### src/hw/rtl/rbsi_pkg.sv
// Shared types and constants for the ray against box slab test.
// No dependencies; imported by every module of the block.
`timescale 1ns / 1ps

package rbsi_pkg;

   localparam int FRACTION_BITS = 16;
   localparam int WORD_W        = 32;                   // fixed-point word
   localparam int MAG_W         = 32;                   // magnitude of a difference or a direction
   localparam int QUO_W         = MAG_W + FRACTION_BITS; // unsigned quotient width
   localparam int T_W           = QUO_W + 1;            // signed distance width
   localparam int ENTRY_W       = 31;
   localparam int LANE_LAT      = QUO_W + 2;            // lane latency in cycles
   localparam int PIPE_LAT      = LANE_LAT + 2;         // request to response

   localparam logic [2:0] CSR_BOX_MIN_X = 3'd0;
   localparam logic [2:0] CSR_BOX_MIN_Y = 3'd1;
   localparam logic [2:0] CSR_BOX_MIN_Z = 3'd2;
   localparam logic [2:0] CSR_BOX_MAX_X = 3'd3;
   localparam logic [2:0] CSR_BOX_MAX_Y = 3'd4;
   localparam logic [2:0] CSR_BOX_MAX_Z = 3'd5;

   localparam logic signed [WORD_W-1:0] BOX_MIN_RESET = 32'sh7FFF_FFFF;
   localparam logic signed [WORD_W-1:0] BOX_MAX_RESET = 32'sh8000_0000;

   localparam logic signed [T_W-1:0] T_TOP = {1'b0, {(T_W-1){1'b1}}};
   localparam logic signed [T_W-1:0] ENTRY_MAX_T =
      T_W'({1'b0, {ENTRY_W{1'b1}}});

   // What one lane reports for its axis.
   typedef struct packed {
      logic                   miss;
      logic signed [T_W-1:0]  t_near;
      logic signed [T_W-1:0]  t_far;
   } lane_res_type;

   typedef struct packed {
      logic neg_lo;
      logic neg_hi;
      logic dir_zero;
      logic par_miss;
   } lane_side_type;

   typedef struct packed {
      logic [MAG_W-1:0] rem;
      logic [QUO_W-1:0] nq;
      logic [MAG_W-1:0] den;
   } div_stage_type;

endpackage

### src/hw/rtl/rbsi_merge.sv
// Merges the three lane results into the final interval, hit flag and entry distance.
// Depends on rbsi_pkg.
`timescale 1ns / 1ps

module rbsi_merge import rbsi_pkg::*; (
   input  logic               clock,
   input  logic               en,
   input  lane_res_type       lane_x,
   input  lane_res_type       lane_y,
   input  lane_res_type       lane_z,
   output logic               hit,
   output logic [ENTRY_W-1:0] entry_distance
);

   logic signed [T_W-1:0] near_xy, near_in, far_xy, far_in;
   logic signed [T_W-1:0] near_ff, far_ff;
   logic                  miss_ff;

   always_comb begin
      near_xy = (lane_x.t_near > lane_y.t_near) ? lane_x.t_near : lane_y.t_near;
      near_in = (lane_z.t_near > near_xy) ? lane_z.t_near : near_xy;
      if (near_in < 0) begin
         near_in = '0;
      end
      far_xy = (lane_x.t_far < lane_y.t_far) ? lane_x.t_far : lane_y.t_far;
      far_in = (lane_z.t_far < far_xy) ? lane_z.t_far : far_xy;
   end

   always_ff @(posedge clock) begin
      if (en) begin
         near_ff <= near_in;
         far_ff  <= far_in;
         miss_ff <= lane_x.miss | lane_y.miss | lane_z.miss;
      end
   end

   always_comb begin
      hit = !miss_ff && !(near_ff > far_ff);
      if (!hit) begin
         entry_distance = '0;
      end else if (near_ff > ENTRY_MAX_T) begin
         entry_distance = {ENTRY_W{1'b1}};
      end else begin
         entry_distance = near_ff[ENTRY_W-1:0];
      end
   end

endmodule

### config.mk
export PLATFORM = sky130hd
export DESIGN_NAME = rbsi_merge
export DESIGN_NICKNAME = d
export VERILOG_FILES = /design/src/hw/rtl/rbsi_pkg.sv /design/src/hw/rtl/rbsi_merge.sv
export SDC_FILE = /design/constraint.sdc
export NUM_CORES = 1
export LEC_CHECK = 0
export BUFFER_PORTS_ARGS = -buffer_cell sky130_fd_sc_hd__buf_4
export CAP_MARGIN = 10
export CELL_PAD_IN_SITES_DETAIL_PLACEMENT = 1
export CELL_PAD_IN_SITES_GLOBAL_PLACEMENT = 2
export CORE_MARGIN = 8
export CORE_UTILIZATION = 36
export CTS_BUF_LIST = sky130_fd_sc_hd__clkbuf_8
export DETAILED_ROUTE_END_ITERATION = 8
export GPL_TIMING_DRIVEN = 0
export PLACE_DENSITY_LB_ADDON = 0.08
export SETUP_SLACK_MARGIN = 0.1
export SLEW_MARGIN = 20
export SYNTH_ARGS = -nofsm -noshare
export SYNTH_HDL_FRONTEND = slang
export SYNTH_SLANG_ARGS = --single-unit
export TNS_END_PERCENT = 50
### constraint.sdc
create_clock -name clock -period 20.3 [get_ports clock]
set_input_delay 4.06 -clock clock [delete_from_list [all_inputs] [get_ports clock]]
set_output_delay 4.06 -clock clock [all_outputs]
set_load 0.005 [all_outputs]
# Yosys cells after proc, flatten, opt, wreduce, memory -nomap -nowiden

Cells that the tools add are included.
Widths: inputs -> output; s select.

Flip-flop bits (word level): 99
Output and inout bits: 32
Input port bits: 299

Bitwise operators: 2
Reduce and logical (&&, ||, !) cells: 3
$lt $le $gt $ge: 7
Mux-type cells: 6

Operators by type and width:

| cell                 | count |
|---|---|
| $mux 49              | 4 |
| $gt 49x49->1         | 3 |
| $lt 49x49->1         | 2 |
| $mux 31              | 2 |
| $gt 49x32->1 const B | 1 |
| $lt 49x1->1 const B  | 1 |
| $logic_not 1->1      | 2 |
| $or 1x1->1           | 2 |
| $logic_and 1x1->1    | 1 |

# Longest topological paths before layout

Gate-level depths: netlist of run 1.

Depth in word-level cells: 5
Depth in mapped cells: 27
Depth with buffers taken out: 22

# Least setup slack after synthesis of run 1

Ideal clock, no wire load.

Path kind: in2reg
From: input port lane_y[88] in the netlist's numbering
To: register near_ff[28], data pin
Cell stages on the path: 27
Library setup time: 265 ps
Path buffers: 5
Setup slack: 11170 ps
Required time: 20035 ps
Arrival time: 8866 ps
Cells stage by stage: inv_1 > ha_1 > nand4_1 > or2_2 > or4_1 > nor2_1 > nand2_1 > o211ai_1 > o21ai_0 > o31ai_1 > buf_2 > buf_2 > buf_2 > mux2i_1 > ha_1 > a21o_1 > a21o_1 > a21oi_1 > nor2_1 > a2111oi_0 > nor2_1 > o31ai_1 > nand2_1 > a32oi_1 > buf_2 > buf_2 > mux2i_1

Cells in the longest elaborated chain, start to end: 5

RTL lines:

| element              | line             | source |
|---|---|---|
| from (decl)          | rbsi_merge.sv:9  | `input lane_res_type lane_y,` |
| $gt 49x49->1         | rbsi_merge.sv:20 | `near_xy = (lane_x.t_near > lane_y.t_near) ? lane_x.t_near : lane_y.t_near;` |
| $mux 49 (*)          | rbsi_merge.sv:20 |  |
| $gt 49x49->1         | rbsi_merge.sv:21 | `near_in = (lane_z.t_near > near_xy) ? lane_z.t_near : near_xy;` |
| $mux 49 (*)          | rbsi_merge.sv:21 |  |
| $lt 49x1->1          | rbsi_merge.sv:22 | `if (near_in < 0) begin` |
| to (signal assigned) | rbsi_merge.sv:31 | `near_ff <= near_in;` |
| to (decl)            | rbsi_merge.sv:16 | `logic signed [T_W-1:0] near_ff, far_ff;` |

Mark *: on every way between the ends. The rest lies on a longest branch, timed or not.
A chain may end at the register's enable or synchronous reset.

# Worst setup path after layout of run 1

From: input port lane_y[85] in the netlist's numbering
To: register near_ff[44], data pin

Same word-level chain as after synthesis.

==> impl_metrics.env, run 1 <==
export IMPL_tightest_slew_ns=0.995
export IMPL_cp_arrival_ns=10.52
export IMPL_fp_dieArea_mm2=0.0416
export IMPL_cts_tree="yes"
export IMPL_synth_ff_latch_count=99
export IMPL_pwr_share_comb=0.560
export IMPL_synth_compound_area_frac=0.121
export IMPL_setup_tns_ns=0
export IMPL_postCtsHoldBufs=0
export IMPL_wl_um=44900
export IMPL_insertedDiodeCount=0
export IMPL_cts_sinks=99
export IMPL_path_class="in2reg"
export IMPL_syn_inst=1402
export IMPL_final_seq_area_mm2=0.00297
export IMPL_fin_area_mm2=0.0160
export IMPL_outcome="completed"
export IMPL_syn_area_mm2=0.0127
export IMPL_fin_crit_ns=10.35
export IMPL_die_h_um=204
export IMPL_postLayoutCoreUtil=0.454
export IMPL_finalCritPeriodShare=0.510
export IMPL_grt_overflow_total=0
export IMPL_post_cts_buffers=0
export IMPL_intPower_mw=0.583
export IMPL_core_area_mm2=0.0352
export IMPL_rows=69
export IMPL_fmax_mhz=96.6
export IMPL_firstDrtPassIters=5
export IMPL_syn_nets=1944
export IMPL_ys_warnings_count=0
export IMPL_critPathLaunchType="primary input"
export IMPL_grt_max_degree=52
export IMPL_die_x_um=204
export IMPL_max_vdd_ir_drop_uv=44.8
export IMPL_synth_cell_types=45
export IMPL_dp_hpwl_um=39400
export IMPL_synthAdderAreaFrac=0.239
export IMPL_post_drt_wl_per_cell_um=20.3
export IMPL_areaGrowthSynthToFinish_pct=25.6
export IMPL_via_per_inst=5.16
export IMPL_clkTransAtPathRegs_ns=0.09
export IMPL_numPortBuffers=329
export IMPL_muxShareOfSynthArea=0.190
export IMPL_start_util=0.361
export IMPL_fin_nets=2285
export IMPL_cts_buffer_depth=2
export IMPL_sw_frac_of_total=0.390
export IMPL_synth_edf_count=99
export IMPL_synth_main_ff_cell="edfxtp_1"
export IMPL_fillerInstances=4236
export IMPL_avgSynthCellArea_um2=9.07
export IMPL_synthSimpleGateAreaFrac=0.139
export IMPL_total_power_mw=0.955
export IMPL_grt_pass1_wl_um=67500
export IMPL_p_seq_frac=0.311
export IMPL_end_kind="register"
export IMPL_synth_xor_area_share=0.000688
export IMPL_clkPwrFrac=0.129
export IMPL_powerDensity_mw_per_mm2=59.8
export IMPL_num_vias=11400
export IMPL_antenna_found_initial=0
export IMPL_cp_max_fo=10
export IMPL_finalSetupViolations=0
export IMPL_ctsResizeCount=0
export IMPL_yosysSeqAreaShare=0.234
export IMPL_hold_start="lane_z[98]"
export IMPL_cts_made_buffers=9
export IMPL_synth_top_family_by_area="adder cells"
export IMPL_grt_pass1_vias=12400
export IMPL_synthArstFlopShare=0
export IMPL_drc_errors=0
export IMPL_placed_area_mm2=0.0158
export IMPL_track_usage=0.206
export IMPL_maxCapViolCount=0
export IMPL_final_max_slew_violation_count=0
export IMPL_gp_congestion=0.870
export IMPL_required_ns=20.47
export IMPL_multi_input_area_mm2=0.00879
export IMPL_rsz0062_at_grt="no"
export IMPL_hold_class="in2reg"
export IMPL_startpoint="lane_y[85]"
export IMPL_drt_iter0_markers=415
export IMPL_finalHoldViolCount=0
export IMPL_p_sw_mw=0.372
export IMPL_layout_drive_gt1_share=0.213
export IMPL_total_leakage_power_nw=8.64
export IMPL_cts_root_buf="clkbuf_8"
export IMPL_antenna_left=0
export IMPL_slew_headroom=0.332
export IMPL_ioPinCount=331
export IMPL_cts_max_level=3
-- per-layer routing --
layer | track usage | wire length, µm | vias to the layer above
met1 | 0.259 | 20200 | 5457
met4 | 0.0231 | 424 | 0
met3 | 0.0361 | 1790 | 27
li1 | - | - | 5717
met5 | 0 | 0 | -
met2 | 0.375 | 22500 | 204
-- registers in the layout (all words and copies together), names as in the netlist --
name,count
miss_ff,1
far_ff,49
near_ff,49
-- area by class of cell --
cell class              instances  share of cell area
multi-input cells            1056               0.550
flip-flops and latches         99               0.186
repair buffers                330               0.156
inverters                     199              0.0467
well taps                     461              0.0361
plain buffers                  48              0.0135
clock buffers                   9             0.00775
clock inverters                 7             0.00368
-- critical path, cell delays in order --
cell and delay [ns]:
buf_4 0.09, inv_1 0.06, ha_1 0.29, nand4_1 0.11, or2_2 0.31, or4_1 0.56
nor2_1 0.16, nand2_1 0.08, o211ai_1 0.09, o21ai_0 0.10, o31ai_1 0.07, buf_2 0.25
buf_2 0.32, buf_2 0.41, mux2i_1 0.24, ha_1 0.26, a21o_1 0.18, a21o_1 0.17
a21oi_1 0.16, nor2_1 0.07, a2111oi_0 0.36, nor2_1 0.10, o31ai_1 0.31, nand2_1 0.08
a32oi_1 0.41, buf_2 0.44, buf_2 0.40, mux2i_1 0.35
-- stage by stage --
step           hold WS, ns  instances  worst slack (ns)
2_1_floorplan         4.17       1402             11.17
3_3_place_gp          4.41       2192              9.64
3_5_place_dp          4.39       2193              9.54
4_1_cts               4.00       2209              9.94
5_1_grt               4.01       2209              9.48
6_report              4.01       2209              9.95
-- power by group through the flow --
stage	registers [mW]	logic, mW	clock network [mW]
3_3_place_gp	0.302	0.525	0
6_report	0.297	0.535	0.123
4_1_cts	0.298	0.542	0.127
3_5_place_dp	0.302	0.539	0
2_1_floorplan	0.293	0.339	0
5_1_grt	0.301	0.592	0.134
-- final timing paths --
path | end | slack (ns) | depth (start not counted)
min | miss_ff$_DFFE_PP_ | 4.01 | 2
max | near_ff[44]$_SDFFCE_PP0P_ | 9.95 | 28
-- synth_stat cells, types with 2 or more instances --
| master | n | area (µm²) |
|---|---|---|
| a2111oi_0 | 2 | 17.5 |
| a211o_1 | 3 | 26.3 |
| a211oi_1 | 7 | 52.6 |
| a21o_1 | 61 | 458 |
| a21oi_1 | 70 | 350 |
| a221o_1 | 2 | 20.0 |
| a311oi_1 | 2 | 17.5 |
| and4_1 | 3 | 26.3 |
| buf_2 | 25 | 125 |
| clkbuf_1 | 22 | 82.6 |
| edfxtp_1 | 99 | 2970 |
| ha_1 | 243 | 3040 |
| inv_1 | 199 | 747 |
| mux2i_1 | 242 | 2420 |
| nand2_1 | 25 | 93.8 |
| nand2b_1 | 55 | 344 |
| nand3_1 | 14 | 70.1 |
| nand4_1 | 54 | 338 |
| nor2_1 | 82 | 308 |
| nor2b_1 | 61 | 382 |
| nor3_1 | 11 | 55.1 |
| nor3b_1 | 2 | 15.0 |
| nor4_1 | 10 | 62.6 |
| o211ai_1 | 4 | 30.0 |
| o21a_1 | 35 | 263 |
| o21ai_0 | 44 | 220 |
| o31ai_1 | 4 | 30.0 |
| or2_2 | 3 | 18.8 |
| or3_1 | 2 | 12.5 |
-- cells in the final DEF, fill, tap and decap left out, types with 11 or more instances in the layout --
cell / count
buf_4: 330
a21o_1: 61
nand3_1: 14
nor2_1: 82
buf_2: 25
nand2_1: 25
inv_1: 199
o21a_1: 35
mux2i_1: 242
o21ai_0: 44
nand4_1: 54
a21oi_1: 70
edfxtp_1: 99
ha_1: 243
nand2b_1: 55
nor3_1: 11
clkbuf_1: 22
nor2b_1: 61
-- cells by family after synthesis --
kind of cell    count (synthesis)
compound gates                242
xor+xnor                        1
fa+ha+maj                     243
buf+inv                       247
flops                          99
mux                           242
other cells                     1
simple gates                  327
No activity file was read; power rests on OpenSTA's default activity.
==> run 2, diff against run 1 <==
--- a/config.mk
+++ b/config.mk
@@ -10,7 +10,7 @@
 export CELL_PAD_IN_SITES_DETAIL_PLACEMENT = 1
 export CELL_PAD_IN_SITES_GLOBAL_PLACEMENT = 2
 export CORE_MARGIN = 8
-export CORE_UTILIZATION = 36
+export CORE_UTILIZATION = 33
 export CTS_BUF_LIST = sky130_fd_sc_hd__clkbuf_8
 export DETAILED_ROUTE_END_ITERATION = 8
 export GPL_TIMING_DRIVEN = 0
==> constraint.sdc (replaced) <==
create_clock -name clock -period 10 [get_ports clock]
set_input_delay 2 -clock clock [delete_from_list [all_inputs] [get_ports clock]]
set_output_delay 2 -clock clock [all_outputs]
set_load 0.005 [all_outputs]
==> run 2 against run 1 <==
Net effect: final area up 0.25%; clock power up 98%; non-clock buffer count down 1; critical path type unchanged; first-iteration DRC count up 3.1%; sequential power up 100%; sequential share of layout area about the same.
==> impl_metrics.env, run 2 (synthesis gave the netlist of run 1 again) <==
export IMPL_outcome="completed"
export IMPL_fp_dieArea_mm2=0.0451
export IMPL_path_class="in2reg"
export IMPL_core_area_mm2=0.0384
export IMPL_fin_nets=2284
export IMPL_slowest_delay_ns=0.55
export IMPL_grt_pass1_vias=12200
export IMPL_fin_crit_ns=8.39
export IMPL_reg_top3="far_ff x49, near_ff x49, miss_ff x1"
export IMPL_via_per_inst=5.00
export IMPL_cts_tree="yes"
export IMPL_finalSetupViolations=0
export IMPL_final_cell_mix="329 x buf_4, 243 x ha_1, 242 x mux2i_1, 200 x inv_1, 99 x edfxtp_1"
export IMPL_final_common_cell="buf_4"
export IMPL_clkTransAtPathRegs_ns=0.09
export IMPL_intPower_mw=1.18
export IMPL_path_common_cell="buf_2"
export IMPL_rsz0062_at_grt="no"
export IMPL_instances_no_fill=2265
export IMPL_cts_buffer_depth=2
export IMPL_clkPwrFrac=0.126
export IMPL_rows=72
export IMPL_cpLargestDelayFamily="compound AO/OA/AOI/OAI gates"
export IMPL_fillerInstances=4576
export IMPL_critPathLaunchType="primary input"
export IMPL_end_kind="register"
export IMPL_pwr_share_comb=0.561
export IMPL_max_vdd_ir_drop_uv=87.6
export IMPL_grt_pass1_wl_um=67800
export IMPL_worst_path_stages=28
export IMPL_tightest_slew_ns=0.967
export IMPL_antenna_found_initial=1
export IMPL_gp_congestion=0.856
export IMPL_slew_headroom=0.351
export IMPL_cts_sinks=99
export IMPL_die_h_um=212
export IMPL_finalHoldViolCount=0
export IMPL_maxCapViolCount=0
export IMPL_cp_max_fo=10
export IMPL_finalCritPeriodShare=0.839
export IMPL_crit_slowest_cell="or4_1"
export IMPL_num_vias=11300
export IMPL_drc_errors=0
export IMPL_p_seq_frac=0.313
export IMPL_total_power_mw=1.93
export IMPL_start_util=0.332
export IMPL_startpoint="lane_y[85]"
export IMPL_setup_tns_ns=0
export IMPL_wl_um=45200
export IMPL_sw_frac_of_total=0.388
export IMPL_grt_overflow_total=0
export IMPL_hold_start="lane_z[98]"
export IMPL_dp_cells=2249
export IMPL_placed_area_mm2=0.0158
export IMPL_hold_class="in2reg"
export IMPL_total_leakage_power_nw=8.62
export IMPL_cts_made_buffers=9
export IMPL_grt_max_degree=100
export IMPL_fmax_mhz=119
export IMPL_drt_iter0_markers=428
export IMPL_antenna_left=0
export IMPL_cts_max_level=3
export IMPL_dp_hpwl_um=39900
export IMPL_cts_root_buf="clkbuf_8"
export IMPL_post_cts_buffers=0
export IMPL_whs_path_depth=2
export IMPL_layout_drive_gt1_share=0.211
export IMPL_numPortBuffers=329
export IMPL_track_usage=0.194
export IMPL_cp_arrival_ns=8.56
export IMPL_ioPinCount=331
export IMPL_required_ns=10.17
export IMPL_powerDensity_mw_per_mm2=120
export IMPL_areaGrowthSynthToFinish_pct=25.9
export IMPL_p_sw_mw=0.747
export IMPL_final_max_slew_violation_count=0
export IMPL_die_x_um=212
export IMPL_ctsResizeCount=0
export IMPL_post_drt_wl_per_cell_um=20.0
export IMPL_firstDrtPassIters=4
export IMPL_fin_area_mm2=0.0160
export IMPL_critPathBufInv=7
export IMPL_postCtsHoldBufs=0
run 2: changes by cell type in the layout (fill, tap and decap cells not counted), sizes merged:
| cell | delta |
|---|---|
| buf | -1 |
| inv | +1 |
| clkinv | -1 |
| diode | +1 |
| clkinvlp | -1 |
run 2: path summary, 6_finish.rpt:
kind / to / slack (ns)
max: near_ff[46]$_SDFFCE_PP0P_ / 1.61
min: miss_ff$_DFFE_PP_ / 1.95
run 2: area by class of cell:
class	count	area [µm²]	area share
clock buffer	9	124	0.00773
multi-input combinational	1056	8790	0.549
antenna	1	2.50	0.000156
timing repair buffer	329	2470	0.154
tap	518	648	0.0405
buffer	48	215	0.0134
sequential	99	2970	0.186
clock inverter	6	48.8	0.00305
inverter	199	747	0.0466
run 2: power by group through the flow:
stage	clock (mW)	combinational [mW]	sequential (mW)
floorplan	0	0.687	0.595
global placement	0	1.07	0.614
detailed placement	0	1.10	0.614
CTS	0.252	1.10	0.605
global route	0.265	1.21	0.611
finish	0.243	1.08	0.603
run 2: stage by stage:
stage | hold slack (ns) | setup slack, ns | utilization
after floorplan | 2.11 | 2.93 | -
after global placement | 2.35 | 1.30 | 0.413
after detailed placement | 2.32 | 1.18 | 0.413
after CTS | 1.93 | 1.56 | 0.417
after global routing | 1.93 | 1.20 | 0.417
final | 1.95 | 1.61 | 0.417
run 2: routing by layer:
metal / global-route usage / share of wire
met1: 0.254 / 0.46
met4: 0.0209 / 0.0083
met5: 0 / 0
met2: 0.346 / 0.50
met3: 0.0283 / 0.037
==> run 3, diff against run 2 <==
==> constraint.sdc (replaced) <==
create_clock -name clock -period 7.8 [get_ports clock]
set_input_delay 1.56 -clock clock [delete_from_list [all_inputs] [get_ports clock]]
set_output_delay 1.56 -clock clock [all_outputs]
set_load 0.005 [all_outputs]
==> run 3 against run 2 <==
Net effect: largest power group unchanged; total power rose by 29%; highest routed layer unchanged; count of clock-buffer cells in the layout stayed put; critical path depth is the same; critical path type unchanged.
==> impl_metrics.env, run 3 (synthesis gave the netlist of run 1 again) <==
export IMPL_rsz0062_at_grt="no"
export IMPL_hold_class="in2reg"
export IMPL_total_leakage_power_nw=8.64
export IMPL_rows=72
export IMPL_finalCritPeriodShare=0.948
export IMPL_drt_iter0_markers=407
export IMPL_finalHoldViolCount=0
export IMPL_path_class="in2reg"
export IMPL_setup_ws_ns=0.406
export IMPL_core_area_mm2=0.0384
export IMPL_fin_nets=2285
export IMPL_tightest_slew_ns=0.970
export IMPL_drc_errors=0
export IMPL_slew_headroom=0.349
export IMPL_gp_congestion=0.856
export IMPL_firstDrtPassIters=4
export IMPL_cts_root_buf="clkbuf_8"
export IMPL_final_max_slew_violation_count=0
export IMPL_fillerInstances=4578
export IMPL_dp_hpwl_um=39900
export IMPL_fmax_mhz=135
export IMPL_finalSetupViolations=0
export IMPL_grt_pass1_wl_um=67800
export IMPL_layout_drive_gt1_share=0.215
export IMPL_fin_crit_ns=7.39
export IMPL_num_vias=11300
export IMPL_cts_tree="yes"
export IMPL_post_drt_wl_per_cell_um=20.0
export IMPL_wl_um=45200
export IMPL_via_per_inst=5.00
export IMPL_reg_top3="far_ff x49, near_ff x49, miss_ff x1"
export IMPL_required_ns=7.97
export IMPL_end_kind="register"
export IMPL_fp_dieArea_mm2=0.0451
export IMPL_max_vdd_ir_drop_uv=112
export IMPL_route_met3_wl_um=1670
export IMPL_ioPinCount=331
export IMPL_cts_sinks=99
export IMPL_cp_arrival_ns=7.56
export IMPL_track_usage=0.194
export IMPL_grt_pass1_vias=12200
export IMPL_m1WireLength_um=20700
export IMPL_cts_buffer_depth=2
export IMPL_start_util=0.332
export IMPL_areaGrowthSynthToFinish_pct=26.3
export IMPL_grt_overflow_total=0
export IMPL_grt_max_degree=100
export IMPL_total_power_mw=2.48
export IMPL_cts_max_level=3
export IMPL_cts_made_buffers=9
export IMPL_die_h_um=212
export IMPL_dp_cells=2249
export IMPL_final_cell_mix="332 x buf_4, 243 x ha_1, 242 x mux2i_1, 200 x inv_1, 99 x edfxtp_1"
export IMPL_dp_slack_ns=-0.578
export IMPL_critPathLaunchType="primary input"
export IMPL_top_layer_used="met4"
export IMPL_cp_max_fo=10
export IMPL_clkTransAtPathRegs_ns=0.09
export IMPL_antenna_left=0
export IMPL_wl_met2_um=22500
export IMPL_die_x_um=212
export IMPL_instances_no_fill=2266
export IMPL_powerDensity_mw_per_mm2=154
export IMPL_antenna_found_initial=1
export IMPL_numPortBuffers=329
export IMPL_maxCapViolCount=0
export IMPL_final_common_cell="buf_4"
export IMPL_outcome="completed"
[run 3: cell type report]
| cell class | instances | area, µm² | area share |
|---|---|---|---|
| Timing Repair Buffer | 330 | 2480 | 0.154 |
| Multi-Input combinational cell | 1056 | 8810 | 0.548 |
| Clock inverter | 6 | 48.8 | 0.00304 |
| Buffer | 48 | 231 | 0.0144 |
| Tap cell | 518 | 648 | 0.0403 |
| Clock buffer | 9 | 124 | 0.00771 |
| Sequential cell | 99 | 2970 | 0.185 |
| Inverter | 199 | 747 | 0.0465 |
| Antenna cell | 1 | 2.50 | 0.000156 |
[run 3: stage by stage]
stage	util	hold WS (ns)	TNS (ns)	cell area, µm²
2_1_floorplan	-	1.67	0	12700
3_3_place_gp	0.413	1.91	-8.81	15800
3_5_place_dp	0.413	1.88	-15.38	15800
4_1_cts	0.418	1.49	0	16000
5_1_grt	0.419	1.49	0	16100
6_report	0.419	1.53	0	16100
[run 3: final timing paths]
kind	from	endpoint	depth (start not counted)
max	lane_y[85]	near_ff[46]$_SDFFCE_PP0P_	28
min	lane_z[98]	miss_ff$_DFFE_PP_	2
[run 3: layer usage]
layer,up-vias,GRT usage
met5,-,0
met4,0,0.0209
met3,19,0.0283
met2,193,0.346
met1,5409,0.254
li1,5717,-
[run 3: report_power, final]
part           internal, mW  switching [mW]
Sequential            0.725          0.0476
Combinational         0.651           0.743
Clock                 0.141           0.170
[run 3: repair_timing]
action                     CTS  global route
pin swaps                    0             1
setup buffers                0             1
setup endpoints to repair   30            45
hold buffers                 0             0
gates resized for setup      4             9
[run 3: worst max-delay path: stages]
cell	delay [ns]
buf_4	0.09
inv_1	0.05
ha_1	0.29
nand4_1	0.11
or2_2	0.31
or4_1	0.55
nor2_1	0.15
nand2_1	0.07
o211ai_1	0.09
o21ai_0	0.11
o31ai_1	0.07
buf_2	0.25
clkbuf_4	0.29
buf_4	0.27
mux2i_1	0.21
ha_1	0.26
a21o_1	0.18
a21o_1	0.17
a21oi_1	0.16
nor2_1	0.07
a2111oi_1	0.39
nor2_1	0.11
o31ai_1	0.29
nand2_1	0.10
a32oi_2	0.35
buf_4	0.32
clkbuf_4	0.32
mux2i_1	0.35
